File: src/rtl/core/btpg_pkg.sv
// ----------------------------------------------------------------------------
// btpg_pkg
// Shared types, codes and the 5x7 font ROM of the bitmap text pixel generator.
// ----------------------------------------------------------------------------
`default_nettype none

package btpg_pkg;

    // Fixed field widths of the command beat
    localparam int X_W         = 7;
    localparam int Y_W         = 5;

    localparam int HEADER_BYTES = 8;
    localparam int GLYPH_ROWS   = 7;

    // Command codes
    localparam logic CMD_WRITE = 1'b0;
    localparam logic CMD_READ  = 1'b1;

    // Register indexes (paddr[3:2])
    localparam logic [1:0] REG_LABEL_LEN    = 2'd0;
    localparam logic [1:0] REG_BACK_COLOR   = 2'd1;
    localparam logic [1:0] REG_FG_COLOR     = 2'd2;
    localparam logic [1:0] REG_BUFFER_BYTES = 2'd3;

    typedef struct packed {
        logic            found;
        logic [0:6][4:0] rows;   // rows[0] is the top row, bit 4 the left column
    } t_glyph;

    // One glyph probe: which row, which bit of the row
    typedef struct packed {
        logic       en;
        logic [2:0] row;
        logic [2:0] bit_idx;
    } t_tap;

    function automatic t_glyph font_glyph(input logic [7:0] code);
        t_glyph g;
        g.found = 1'b1;
        g.rows  = '0;
        case (code)
            "A": g.rows = {5'h0E, 5'h11, 5'h11, 5'h1F, 5'h11, 5'h11, 5'h00};
            "C": g.rows = {5'h0E, 5'h11, 5'h10, 5'h10, 5'h10, 5'h11, 5'h0E};
            "D": g.rows = {5'h1E, 5'h11, 5'h11, 5'h11, 5'h11, 5'h11, 5'h1E};
            "E": g.rows = {5'h1F, 5'h10, 5'h10, 5'h1E, 5'h10, 5'h10, 5'h1F};
            "H": g.rows = {5'h11, 5'h11, 5'h11, 5'h1F, 5'h11, 5'h11, 5'h11};
            "I": g.rows = {5'h0E, 5'h04, 5'h04, 5'h04, 5'h04, 5'h04, 5'h0E};
            "K": g.rows = {5'h11, 5'h12, 5'h14, 5'h18, 5'h14, 5'h12, 5'h11};
            "M": g.rows = {5'h11, 5'h1B, 5'h15, 5'h11, 5'h11, 5'h11, 5'h00};
            "N": g.rows = {5'h11, 5'h19, 5'h15, 5'h13, 5'h11, 5'h11, 5'h00};
            "O": g.rows = {5'h0E, 5'h11, 5'h11, 5'h11, 5'h11, 5'h11, 5'h0E};
            "P": g.rows = {5'h1F, 5'h11, 5'h11, 5'h1F, 5'h10, 5'h10, 5'h10};
            "R": g.rows = {5'h1E, 5'h11, 5'h11, 5'h1E, 5'h14, 5'h12, 5'h11};
            "S": g.rows = {5'h0F, 5'h10, 5'h10, 5'h0E, 5'h01, 5'h01, 5'h1E};
            "T": g.rows = {5'h1F, 5'h04, 5'h04, 5'h04, 5'h04, 5'h04, 5'h04};
            "U": g.rows = {5'h11, 5'h11, 5'h11, 5'h11, 5'h11, 5'h11, 5'h0E};
            "W": g.rows = {5'h11, 5'h11, 5'h11, 5'h15, 5'h15, 5'h1B, 5'h11};
            "a": g.rows = {5'h00, 5'h00, 5'h0E, 5'h01, 5'h0F, 5'h11, 5'h0F};
            "c": g.rows = {5'h00, 5'h00, 5'h0E, 5'h10, 5'h10, 5'h11, 5'h0E};
            "d": g.rows = {5'h00, 5'h00, 5'h01, 5'h0F, 5'h11, 5'h11, 5'h0F};
            "e": g.rows = {5'h00, 5'h00, 5'h0E, 5'h11, 5'h1F, 5'h10, 5'h0E};
            "h": g.rows = {5'h10, 5'h10, 5'h16, 5'h19, 5'h11, 5'h11, 5'h11};
            "i": g.rows = {5'h04, 5'h00, 5'h0C, 5'h04, 5'h04, 5'h04, 5'h0E};
            "k": g.rows = {5'h10, 5'h10, 5'h12, 5'h14, 5'h18, 5'h14, 5'h12};
            "m": g.rows = {5'h00, 5'h00, 5'h1A, 5'h15, 5'h15, 5'h11, 5'h00};
            "n": g.rows = {5'h00, 5'h00, 5'h16, 5'h19, 5'h11, 5'h11, 5'h11};
            "o": g.rows = {5'h00, 5'h00, 5'h0E, 5'h11, 5'h11, 5'h11, 5'h0E};
            "p": g.rows = {5'h00, 5'h00, 5'h1E, 5'h11, 5'h11, 5'h1E, 5'h10};
            "r": g.rows = {5'h00, 5'h00, 5'h16, 5'h19, 5'h10, 5'h10, 5'h10};
            "s": g.rows = {5'h00, 5'h00, 5'h0E, 5'h10, 5'h0E, 5'h01, 5'h1E};
            "t": g.rows = {5'h04, 5'h04, 5'h0E, 5'h04, 5'h04, 5'h04, 5'h06};
            "u": g.rows = {5'h00, 5'h00, 5'h11, 5'h11, 5'h11, 5'h13, 5'h0D};
            "w": g.rows = {5'h00, 5'h00, 5'h11, 5'h11, 5'h15, 5'h15, 5'h0A};
            default: g.found = 1'b0;
        endcase
        return g;
    endfunction

endpackage

`default_nettype wire

File: src/rtl/core/btpg_glyph_tap.sv
// ----------------------------------------------------------------------------
// btpg_glyph_tap
// Font ROM lookup of one character code and test of one glyph bit.
// ----------------------------------------------------------------------------
`default_nettype none

module btpg_glyph_tap (
    input  wire logic [7:0]      i_code,
    input  wire btpg_pkg::t_tap  i_tap,
    output logic                 o_hit
);

    btpg_pkg::t_glyph glyph;
    logic [7:0]       row_bits;

    always_comb begin
        glyph    = btpg_pkg::font_glyph(i_code);
        row_bits = '0;
        if (32'(i_tap.row) < btpg_pkg::GLYPH_ROWS) begin
            row_bits = {3'b000, glyph.rows[i_tap.row]};
        end
        // bit indexes past the 5-column font read as zero
        o_hit = i_tap.en & glyph.found & row_bits[i_tap.bit_idx];
    end

endmodule

`default_nettype wire

File: src/rtl/core/bitmap_text_pixel_generator_core.sv
// ----------------------------------------------------------------------------
// bitmap_text_pixel_generator_core
// Text label renderer: a label store of character codes plus a 5x7 font ROM,
// answering pixel color queries of the rendered label image.
// ----------------------------------------------------------------------------
// Every command beat (start high while busy is low) runs as follows: at the
// accept the label store is read into registers (synchronous read) along
// with the decoded beat, then the result is registered and presented on
// the o_ result ports with o_valid high for exactly one cycle. busy is high
// in the cycle after each accept; a new beat is not taken while busy,
// but it can be taken in the cycle in which the previous result is shown.
// The receiver cannot stall: sample the result ports whenever o_valid is high.
// A write beat (i_cmd = 0) stores i_char_code at i_char_slot (slots at or
// above MAX_CHARS are ignored) and returns color 0, not inside. A read beat
// (i_cmd = 1) returns the color of (i_pixel_x, i_pixel_y). Every result also
// carries the label width (low 7 bits) and whether header plus image fits
// buffer_bytes. Label slots below label_len must be written before reads.
// Registers: 0x0 label_len, 0x4 background color, 0x8 fg_color,
// 0xC buffer_bytes.
// Change them only while no beat is in flight. No clearing pass after reset.
// ----------------------------------------------------------------------------
`default_nettype none

module bitmap_text_pixel_generator_core #(
    parameter int MAX_CHARS    = 16,
    parameter int CELL_WIDTH   = 6,
    parameter int CELL_GAP     = 1,
    parameter int IMAGE_HEIGHT = 16,
    parameter int GLYPH_WIDTH  = 5
) (
    input  wire logic        i_clk,
    input  wire logic        i_rst_n,

    // command beat
    input  wire logic        start,
    output logic             busy,
    input  wire logic        i_cmd,
    input  wire logic [3:0]  i_char_slot,
    input  wire logic [7:0]  i_char_code,
    input  wire logic [6:0]  i_pixel_x,
    input  wire logic [4:0]  i_pixel_y,

    // result beat
    output logic             o_valid,
    output logic [15:0]      o_pixel_color,
    output logic             o_inside_res,
    output logic [6:0]       o_image_width,
    output logic             o_fits,

    // register port
    input  wire logic        psel,
    input  wire logic        penable,
    input  wire logic        pwrite,
    input  wire logic [3:0]  paddr,
    input  wire logic [31:0] pwdata,
    output logic [31:0]      prdata,
    output logic             pready
);

    localparam int AW     = (MAX_CHARS > 1) ? $clog2(MAX_CHARS) : 1;
    localparam int NW     = $clog2(MAX_CHARS + 1);
    // a gap wider than the cell makes the width wrap, so keep the full word then
    localparam int WW     = (CELL_WIDTH >= CELL_GAP) ?
                            $clog2(MAX_CHARS * CELL_WIDTH + 1) : 32;
    localparam int NDW    = (CELL_WIDTH >= CELL_GAP) ?
                            $clog2(btpg_pkg::HEADER_BYTES +
                                   MAX_CHARS * CELL_WIDTH * IMAGE_HEIGHT * 2 + 1) : 32;
    localparam int CMPW   = (NDW > 16) ? NDW : 16;
    localparam int XCOLS  = 1 << btpg_pkg::X_W;
    localparam int QW     = $clog2((XCOLS - 1) / CELL_WIDTH + 1);
    localparam int RW     = (CELL_WIDTH > 1) ? $clog2(CELL_WIDTH) : 1;
    localparam int TOP    = (IMAGE_HEIGHT - btpg_pkg::GLYPH_ROWS) / 2;

    // ------------------------------------------------------------------
    // Register file
    // ------------------------------------------------------------------
    logic [4:0]  r_label_len;
    logic [15:0] r_back_color;
    logic [15:0] r_fg_color;
    logic [15:0] r_buffer_bytes;
    logic        cfg_wr;

    assign cfg_wr = psel & penable & pwrite;
    assign pready = 1'b1;

    always_ff @(posedge i_clk) begin
        if (!i_rst_n) begin
            r_label_len    <= '0;
            r_back_color   <= '0;
            r_fg_color     <= 16'hFFFF;
            r_buffer_bytes <= '0;
        end else if (cfg_wr) begin
            case (paddr[3:2])
                btpg_pkg::REG_LABEL_LEN:    r_label_len    <= pwdata[4:0];
                btpg_pkg::REG_BACK_COLOR:   r_back_color   <= pwdata[15:0];
                btpg_pkg::REG_FG_COLOR:     r_fg_color     <= pwdata[15:0];
                btpg_pkg::REG_BUFFER_BYTES: r_buffer_bytes <= pwdata[15:0];
                default: ;
            endcase
        end
    end

    always_comb begin
        case (paddr[3:2])
            btpg_pkg::REG_LABEL_LEN:    prdata = 32'(r_label_len);
            btpg_pkg::REG_BACK_COLOR:   prdata = 32'(r_back_color);
            btpg_pkg::REG_FG_COLOR:     prdata = 32'(r_fg_color);
            btpg_pkg::REG_BUFFER_BYTES: prdata = 32'(r_buffer_bytes);
            default:                    prdata = '0;
        endcase
    end

    // ------------------------------------------------------------------
    // Label geometry
    // ------------------------------------------------------------------
    logic [NW-1:0] act_len;
    logic [WW-1:0] img_w;

    always_comb begin
        // lengths past the store depth are clamped
        if (32'(r_label_len) > 32'(MAX_CHARS)) begin
            act_len = NW'(MAX_CHARS);
        end else begin
            act_len = NW'(r_label_len);
        end
        if (act_len == '0) begin
            img_w = '0;
        end else begin
            img_w = WW'(WW'(act_len) * WW'(CELL_WIDTH) - WW'(CELL_GAP));
        end
    end

    // x / CELL_WIDTH and x % CELL_WIDTH as constant tables
    logic [QW-1:0] quo_tbl [XCOLS];
    logic [RW-1:0] rem_tbl [XCOLS];

    for (genvar gx = 0; gx < XCOLS; gx++) begin : g_div
        assign quo_tbl[gx] = QW'(gx / CELL_WIDTH);
        assign rem_tbl[gx] = RW'(gx % CELL_WIDTH);
    end

    // ------------------------------------------------------------------
    // Accept stage: decode the beat, pick the (up to two) cells whose
    // glyph can cover column x, and launch the label store reads.
    // ------------------------------------------------------------------
    logic            accept;
    logic            r_busy;
    logic [QW-1:0]   cell_q;
    logic [RW-1:0]   cell_r;
    logic            row_ok;
    logic [2:0]      glyph_row;
    logic            is_read;
    btpg_pkg::t_tap  tap0;
    btpg_pkg::t_tap  tap1;
    logic [AW-1:0]   rd_addr0;
    logic [AW-1:0]   rd_addr1;
    logic            wr_en;
    logic            n_inside;

    assign busy   = r_busy | ~i_rst_n;
    assign accept = start & ~busy;

    always_comb begin
        is_read   = (i_cmd == btpg_pkg::CMD_READ);
        cell_q    = quo_tbl[i_pixel_x];
        cell_r    = rem_tbl[i_pixel_x];
        row_ok    = (32'(i_pixel_y) >= 32'(TOP)) &&
                    (32'(i_pixel_y) < 32'(TOP + btpg_pkg::GLYPH_ROWS));
        glyph_row = row_ok ? 3'(32'(i_pixel_y) - 32'(TOP)) : '0;

        // cell q: column x sits at offset r inside it
        tap0.en      = is_read && row_ok && (32'(cell_q) < 32'(act_len)) &&
                       (32'(cell_r) < 32'(GLYPH_WIDTH));
        tap0.row     = glyph_row;
        tap0.bit_idx = tap0.en ? 3'(32'(GLYPH_WIDTH - 1) - 32'(cell_r)) : '0;

        // cell q-1: only reached when glyphs are wider than the cell
        tap1.en      = is_read && row_ok && (cell_q != '0) &&
                       (32'(cell_q) - 32'd1 < 32'(act_len)) &&
                       (32'(cell_r) + 32'(CELL_WIDTH) < 32'(GLYPH_WIDTH));
        tap1.row     = glyph_row;
        tap1.bit_idx = tap1.en ?
                       3'(32'(GLYPH_WIDTH - 1 - CELL_WIDTH) - 32'(cell_r)) : '0;

        rd_addr0 = tap0.en ? AW'(cell_q) : '0;
        rd_addr1 = tap1.en ? AW'(cell_q - 1'b1) : '0;

        wr_en    = (i_cmd == btpg_pkg::CMD_WRITE) &&
                   (32'(i_char_slot) < 32'(MAX_CHARS));
        n_inside = is_read && (32'(i_pixel_x) < 32'(img_w)) &&
                   (32'(i_pixel_y) < 32'(IMAGE_HEIGHT));
    end

    // Label store: one write port, two registered read ports. Only one beat
    // is in flight, so a write and a dependent read never overlap.
    logic [7:0] r_label_mem [MAX_CHARS];
    logic [7:0] r_code0;
    logic [7:0] r_code1;

    always_ff @(posedge i_clk) begin
        if (accept) begin
            if (wr_en) begin
                r_label_mem[AW'(i_char_slot)] <= i_char_code;
            end
            r_code0 <= r_label_mem[rd_addr0];
            r_code1 <= r_label_mem[rd_addr1];
        end
    end

    // stage payload
    logic           r_inside;
    logic [WW-1:0]  r_w;
    btpg_pkg::t_tap r_tap0;
    btpg_pkg::t_tap r_tap1;

    always_ff @(posedge i_clk) begin
        if (!i_rst_n) begin
            r_busy <= 1'b0;
        end else begin
            r_busy <= accept;
        end
    end

    always_ff @(posedge i_clk) begin
        if (accept) begin
            r_inside <= n_inside;
            r_w      <= img_w;
            r_tap0   <= tap0;
            r_tap1   <= tap1;
        end
    end

    // ------------------------------------------------------------------
    // Glyph stage: font lookup of both candidate codes, color select,
    // buffer size check.
    // ------------------------------------------------------------------
    logic            hit0;
    logic            hit1;
    logic [NDW-1:0]  need;
    logic [15:0]     n_color;
    logic            n_fits;

    btpg_glyph_tap u_tap0 (
        .i_code (r_code0),
        .i_tap  (r_tap0),
        .o_hit  (hit0)
    );

    btpg_glyph_tap u_tap1 (
        .i_code (r_code1),
        .i_tap  (r_tap1),
        .o_hit  (hit1)
    );

    always_comb begin
        n_color = '0;
        if (r_inside) begin
            n_color = (hit0 | hit1) ? r_fg_color : r_back_color;
        end
        need   = NDW'(btpg_pkg::HEADER_BYTES) + NDW'(r_w) * NDW'(2 * IMAGE_HEIGHT);
        n_fits = (r_w != '0) && (CMPW'(need) <= CMPW'(r_buffer_bytes));
    end

    // result register
    logic        r_valid;
    logic [15:0] r_out_color;
    logic        r_out_inside;
    logic [6:0]  r_out_width;
    logic        r_out_fits;

    always_ff @(posedge i_clk) begin
        if (!i_rst_n) begin
            r_valid <= 1'b0;
        end else begin
            r_valid <= r_busy;
        end
    end

    always_ff @(posedge i_clk) begin
        if (r_busy) begin
            r_out_color  <= n_color;
            r_out_inside <= r_inside;
            r_out_width  <= 7'(r_w);
            r_out_fits   <= n_fits;
        end
    end

    assign o_valid       = r_valid;
    assign o_pixel_color = r_out_color;
    assign o_inside_res  = r_out_inside;
    assign o_image_width = r_out_width;
    assign o_fits        = r_out_fits;

`ifndef SYNTHESIS
    a_result_follows: assert property (@(posedge i_clk) disable iff (!i_rst_n)
        accept |-> ##2 o_valid)
        else $error("accepted beat produced no result");

    a_write_result: assert property (@(posedge i_clk) disable iff (!i_rst_n)
        (accept && i_cmd == btpg_pkg::CMD_WRITE) |->
            ##2 (!o_inside_res && o_pixel_color == 16'h0000))
        else $error("write beat returned a pixel");

    a_valid_source: assert property (@(posedge i_clk) disable iff (!i_rst_n)
        o_valid |-> $past(r_busy))
        else $error("result strobe without a beat in flight");

    a_color_source: assert property (@(posedge i_clk) disable iff (!i_rst_n)
        (o_valid && o_inside_res) |->
            (o_pixel_color == $past(r_fg_color) ||
             o_pixel_color == $past(r_back_color)))
        else $error("inside pixel is neither foreground nor background");
`endif

endmodule

`default_nettype wire

File: config.mk
export PLATFORM = sky130hd
export DESIGN_NAME = bitmap_text_pixel_generator_core
export DESIGN_NICKNAME = d
export VERILOG_FILES = /design/src/rtl/core/btpg_pkg.sv /design/src/rtl/core/btpg_glyph_tap.sv /design/src/rtl/core/bitmap_text_pixel_generator_core.sv
export SDC_FILE = /design/constraint.sdc
export NUM_CORES = 1
export LEC_CHECK = 0
export BUFFER_PORTS_ARGS = -buffer_cell sky130_fd_sc_hd__buf_2
export CELL_PAD_IN_SITES_DETAIL_PLACEMENT = 0
export CELL_PAD_IN_SITES_GLOBAL_PLACEMENT = 1
export CORE_MARGIN = 2
export CORE_UTILIZATION = 48
export CTS_CLUSTER_SIZE = 16
export DETAILED_ROUTE_END_ITERATION = 6
export GPL_ROUTABILITY_DRIVEN = 0
export GPL_TIMING_DRIVEN = 0
export PLACE_DENSITY_LB_ADDON = 0.05
export SLEW_MARGIN = 5
export SYNTH_ARGS = -nofsm -noshare
export SYNTH_HDL_FRONTEND = slang
export SYNTH_HIERARCHICAL = 1
export SYNTH_SLANG_ARGS = --single-unit
File: constraint.sdc
create_clock -name i_clk -period 4.4 [get_ports i_clk]
set_input_delay 0.88 -clock i_clk [delete_from_list [all_inputs] [get_ports i_clk]]
set_output_delay 0.88 -clock i_clk [all_outputs]
set_load 0.01 [all_outputs]
==> impl_metrics.toml, run 1 <==
[run_status]
status = "finished clean"

[global_route]
grt_max_degree = 36
grt_pass1_wl_mm = 75.0
antenna_found_initial = 1
overflow = 0
grt_usage_pct = 28.7
grt_pass1_vias = 13066

[timing]
relSlewSlack_pct = 15.5
fmax_mhz = 227
finalCriticalPeriod_ns = 4.40
period_share_pct = 99.9
hold_viol_final = 0
rsz0062_at_grt = "no"
slew_violations = 0
fin_skew_ns = 0.0125
worst_pin_slew_ns = 1.26
setup_violations = 0
worst_slack_ns = 0.00352

[drt]
drt-total-wl_mm = 48.4
first_iter_violations = 1669
dr_total_vias = 13697
route.detailed.drc = 0
wire_per_inst_um = 22.5
viasPerCell = 6.36
ant_nets = 0
drt-pass1-iter-count = 6

[worst_setup_path]
path_class = "register to register"
endpoint_kind = "register"
arrival_ns = 4.74
worstPathRequired_ns = 4.74
rr_worst_depth = 12
start_kind = "register"
crit_fanout = 10

[clock_network]
cts.path.max_buffers = 3
clkSinkCount = 243
cts-root-buf = "clkbuf_16"
clk_latency_ns = 0.53
postCtsHoldBufs = 0
htree_levels = 1
clk_pin_slew_worst_paths_ns = 0.07
cts_tree = "done"
numCtsBuffers = 26

[power]
ir_drop_v = 0.000342
seq_power_share_pct = 45.8
p_sw_uw = 1430
p_leak_uw = 0.00628
internal_power_uw = 4110
p_sw_share_pct = 25.9
combPwrFrac_pct = 14.0
cellPowerDensity_nw_per_um2 = 319
p_clk_share_pct = 40.2
power_uw = 5540

[place]
port-buffer-count = 90
dpl.hpwl_mm = 34.4
place_ws_ns = -0.620

[finish]
layout_common_cells = "nand2_1 (221), edfxtp_1 (188), buf_2 (131), nor2_1 (106), o21ai_0 (71)"
diodes = 0
final_common_cell = "nand2_1"
fin_util_pct = 55.3
finalNetCount = 1826
drive_gt1_share_pct = 17.5
syn_to_final_growth_pct = 13.8

[synthesis]
yosysTopAreaCell = "edfxtp_1"
synth_area_um2 = 15300
synth-xor-area-share_pct = 1.32
synth.avg_cell_area_um2 = 9.56
muxShareOfSynthArea_pct = 4.91
synth_top_family_by_area = "simple AND/OR/NAND/NOR gates"
synth_top_area_share_pct = 37.0
synth_cells = 1596
yosys.area_share.simple_pct = 20.7
synthAdderAreaFrac_pct = 2.31
ys_types = 100
ys.flop_type = "edfxtp_1"
async_reset_ff_share_pct = 0
synth_edf_count = 188
synth_seq_cells = 243
yosys_warnings = 6
ys_seq_area_share_pct = 44.2
synthTopCellsByArea = "edfxtp_1 (37%), dfxtp_1 (7.2%), nand2_1 (5.4%)"
synth_compound_area_share_pct = 20.5

[floorplan]
rows = 65
die-area_um2 = 33200
boundaryPins = 127
die_height_um = 182
initial_core_util_pct = 48.6
die_x_um = 182
core_area_um2 = 31400

[min_path]
hold_class = "register to register"
whs_path_depth = 2

[run]
drv_cap = 0
[critical path, stage by stage, from the launching register on]
cell       delay (ns)
edfxtp_1         0.51
clkbuf_2         0.28
nor4bb_1         0.91
nand3_1          0.16
o2111ai_1        0.15
nor3_1           0.07
nor4_1           0.55
o22ai_1          0.19
nor4_2           0.45
or2_4            0.30
clkbuf_2         0.31
nand2_1          0.08
a21boi_0         0.25
[worst paths after layout]
| kind | from | to | slack, ns |
|---|---|---|---|
| min | r_buffer_bytes[13] | r_buffer_bytes[13] | 0.48 |
| max | r_code1[4] | o_pixel_color[5] | 0.004 |
| min reg2reg | r_buffer_bytes[13] | r_buffer_bytes[13] | 0.48 |
| max reg2reg | r_code1[4] | o_pixel_color[5] | 0.004 |
[synth_stat cells, drive strengths merged (8+ instances only)]
master	n
o21ai	75
buf	76
a221oi	28
clkbuf	72
ha	25
inv	41
mux2	18
a31oi	20
nor4bb	12
nor2	108
xor2	12
a221o	8
xnor2	11
dfxtp	55
nand2b	31
o22ai	15
a21oi	48
mux2i	43
nor4b	9
a311oi	11
nor3b	17
nand2	223
a21o	9
and2	13
nor2b	39
o211ai	12
o21a	9
a211oi	33
a211o	11
nor4	15
a22oi	11
a21boi	50
edfxtp	188
o31ai	16
nand3	38
nor3	32
and3	12
or2	11
a22o	16
a2111oi	14
[state kept, by name (all words and copies together), names as in the netlist, 5 cells and up]
name,flops
o_pixel_color,16
r_label_len,5
r_label_mem,128
r_fg_color,16
r_code0,8
o_image_width,7
r_buffer_bytes,16
r_tap1,7
r_w,7
r_back_color,16
r_code1,8
[stage by stage]
step                hold WS [ns]  setup TNS, ns  cell area [um^2]  instances
detailed placement         0.471          -5.43             16300       2107
global placement           0.463          -5.88             16300       2107
global route               0.506              0             17400       2155
floorplan                  0.447              0             15300       1615
CTS                        0.479              0             17300       2154
finish                     0.480              0             17400       2155
[what timing repair did]
action / 4_1_cts / 5_1_grt
hold endpoints to repair: 0 / 0
setup endpoints to repair: 13 / 10
buffers inserted: 0 / 1
resized for setup: 28 / 19
pin swaps: 0 / 1
[per-layer routing]
layer | global-route usage (%) | up-vias | share of wire, %
li1 | - | 6223 | -
met1 | 40.2 | 6439 | 42
met2 | 45.0 | 804 | 44
met3 | 4.81 | 229 | 9.0
met4 | 9.84 | 2 | 4.5
met5 | 0 | - | 0.031
[power by group through the flow]
stage / clock network [uW] / registers (uW) / logic (uW)
after floorplan: 0 / 2580 / 489
after global placement: 0 / 2590 / 744
after detailed placement: 0 / 2590 / 742
after CTS: 2270 / 2540 / 753
after global routing: 2350 / 2540 / 836
final: 2230 / 2540 / 775
[cell families after synthesis]
logic type      count (synthesis)
simple gates                  612
compound gates                431
flops                         243
buf+inv                       191
mux                            66
fa+ha+maj                      28
xor+xnor                       23
other cells                     2
[final cells by class]
type                       instances  area (um^2)
clock inverter                    14          103
buffer                           147          773
sequential                       243         6750
timing repair buffer              91          458
clock buffer                      34          790
fill                            2893        14000
inverter                          43          168
multi-input combinational       1181         7830
tap                              402          503
Power figures use the tool's default switching activity.
==> run 2: changes to the inputs <==
--- a/config.mk
+++ b/config.mk
@@ -8,8 +8,7 @@
 export BUFFER_PORTS_ARGS = -buffer_cell sky130_fd_sc_hd__buf_2
 export CELL_PAD_IN_SITES_DETAIL_PLACEMENT = 0
 export CELL_PAD_IN_SITES_GLOBAL_PLACEMENT = 1
-export CORE_MARGIN = 2
-export CORE_UTILIZATION = 48
+export CORE_UTILIZATION = 40
 export CTS_CLUSTER_SIZE = 16
 export DETAILED_ROUTE_END_ITERATION = 6
 export GPL_ROUTABILITY_DRIVEN = 0
==> run 2 against run 1 <==
Die area is 17% higher; register-to-register slack better by 0.15 ns; final cell count is 5.2% higher; setup slack better by 0.15 ns; total power hardly changed; wire length is 4.2% higher; via count is 0.89% lower; largest power group unchanged; fmax is 3.5% higher; largest cell class unchanged; combinational power is 1% higher; first-iteration DRC count is 3.5% lower; utilization is 8.6 points lower.
==> impl_metrics.toml, run 2 (synthesized netlist as in run 1, its figures left out) <==
[timing]
fmax_mhz = 235
worst_pin_slew_ns = 1.17
slew_violations = 0
fin_skew_ns = 0.0120
setup_tns_ns = 0
hold_viol_final = 0
setup_violations = 0
worst_slack_ns = 0.152
period_share_pct = 96.5
relSlewSlack_pct = 21.2
holdWs_ns = 0.479
finalCriticalPeriod_ns = 4.25

[worst_setup_path]
arrival_ns = 4.61
cp-startpoint = "r_code1[0]"
endpoint_kind = "register"
path_class = "register to register"
path_common_cell = "buf_2"
cp_cell_sequence = "buf_2 > buf_2 > buf_2 > o211ai_1 > a2111oi_1 > a311oi_1 > a2111oi_0 > o31ai_1 > nor4_2 > or2_4 > clkbuf_2 > nand2_1 > a21boi_0"
slowest_delay_ns = 0.47
crit_fanout = 10
start_kind = "register"
reg2reg_from = "r_code1[0]"
cpMaxStageDelayCell = "a2111oi_0"
worstPathRequired_ns = 4.76

[clock_network]
clk_pin_slew_worst_paths_ns = 0.06
clkSinkCount = 243
postCtsHoldBufs = 0
htree_levels = 1
cts-root-buf = "clkbuf_16"
cts_tree = "done"
cts.path.max_buffers = 3
numCtsBuffers = 27
clk_latency_ns = 0.57

[floorplan]
die_height_um = 197
die-area_um2 = 38900
boundaryPins = 127
die_x_um = 197
initial_core_util_pct = 40.6
core_area_um2 = 37600
rows = 71

[global_route]
grt_pass1_vias = 12787
antenna_found_initial = 1
grt_pass1_wl_mm = 77.0
grt_usage_pct = 25.7
grt_max_degree = 36
overflow = 0

[drt]
drt-total-wl_mm = 50.5
ant_nets = 0
wire_per_inst_um = 22.3
first_iter_violations = 1610
dr_total_vias = 13575
viasPerCell = 5.99
drt-pass1-iter-count = 6
route.detailed.drc = 0

[power]
ir_drop_v = 0.000286
cellPowerDensity_nw_per_um2 = 315
p_leak_uw = 0.00629

[finish]
regMostFlops = "r_label_mem"
syn_to_final_growth_pct = 15.2
drive_gt1_share_pct = 17.8
multi_input_area_um2 = 7910
finalNetCount = 1828
seqCellArea_um2 = 6750
final_common_cell = "nand2_1"
num-fill-cells = 3581
largest_reg_flops = 128
layout_common_cells = "nand2_1 (221), edfxtp_1 (188), buf_2 (130), nor2_1 (105), o21ai_0 (71)"

[place]
port-buffer-count = 90
dpl.hpwl_mm = 36.0
place_ws_ns = -0.794

[run]
drv_cap = 0

[min_path]
hold_class = "register to register"
min-delay-start = "r_back_color[14]"

[run_status]
status = "finished clean"
-- run 2: changes by cell type in the layout (fill, tap and decap cells not counted), moves of 3 or more --
cell and delta:
clkbuf_1 +4, clkbuf_16 -3, clkbuf_2 +3, clkinv_2 -3, nor4bb_2 +3
-- run 2: what timing repair did --
item / 4_1_cts / 5_1_grt
gates resized for setup: 43 / 16
pin swaps: 1 / 1
endpoints found under the setup margin: 16 / 10
gates cloned: 0 / 0
buffers inserted: 1 / 1
-- run 2: power by group --
| part | switching (uW) | internal, uW | total (uW) |
|---|---|---|---|
| registers | 31.6 | 2510 | 2540 |
| logic | 507 | 277 | 785 |
| clock network | 933 | 1290 | 2220 |
-- run 2: layout make-up --
type | count | share of cell area [%]
clock inverter | 12 | 0.719
inverter | 43 | 0.975
buffer | 147 | 4.41
tap | 511 | 3.64
clock buffer | 37 | 4.17
timing repair buffer | 92 | 2.65
multi-input combinational | 1181 | 45.0
antenna | 2 | 0.0285
sequential | 243 | 38.4
-- run 2: path summary, 6_finish.rpt --
| check | slack, ns | cells past startpoint | endpoint |
|---|---|---|---|
| worst min register to register | 0.48 | 2 | r_back_color[14] |
| worst min-delay path | 0.48 | 2 | r_back_color[14] |
| worst max register to register | 0.15 | 13 | o_pixel_color[7] |
| worst max-delay path | 0.15 | 13 | o_pixel_color[7] |
-- run 2: stage by stage --
step	instance area (um^2)	utilization [%]	instances	total power, uW
6_report	17600	46.8	2268	5540
4_1_cts	17500	46.5	2265	5570
3_3_place_gp	16400	43.7	2216	3350
5_1_grt	17600	46.8	2266	5750
3_5_place_dp	16400	43.7	2216	3340
2_1_floorplan	15300	-	1615	3070
-- run 2: critical path: cells and delay by family, from the launching register on --
| kind | cells | cell delay, ns |
|---|---|---|
| simple gates | 3 | 0.73 |
| compound gates | 6 | 1.73 |
| buf+inv | 4 | 1.15 |
| flops | 1 | 0.41 |
-- run 2: metal layers --
| layer | global-route usage (%) | share of wire [%] |
|---|---|---|
| met5 | 0 | 0 |
| met4 | 8.87 | 3.8 |
| met3 | 3.77 | 8.1 |
| met2 | 40.1 | 44 |
| met1 | 36.3 | 44 |
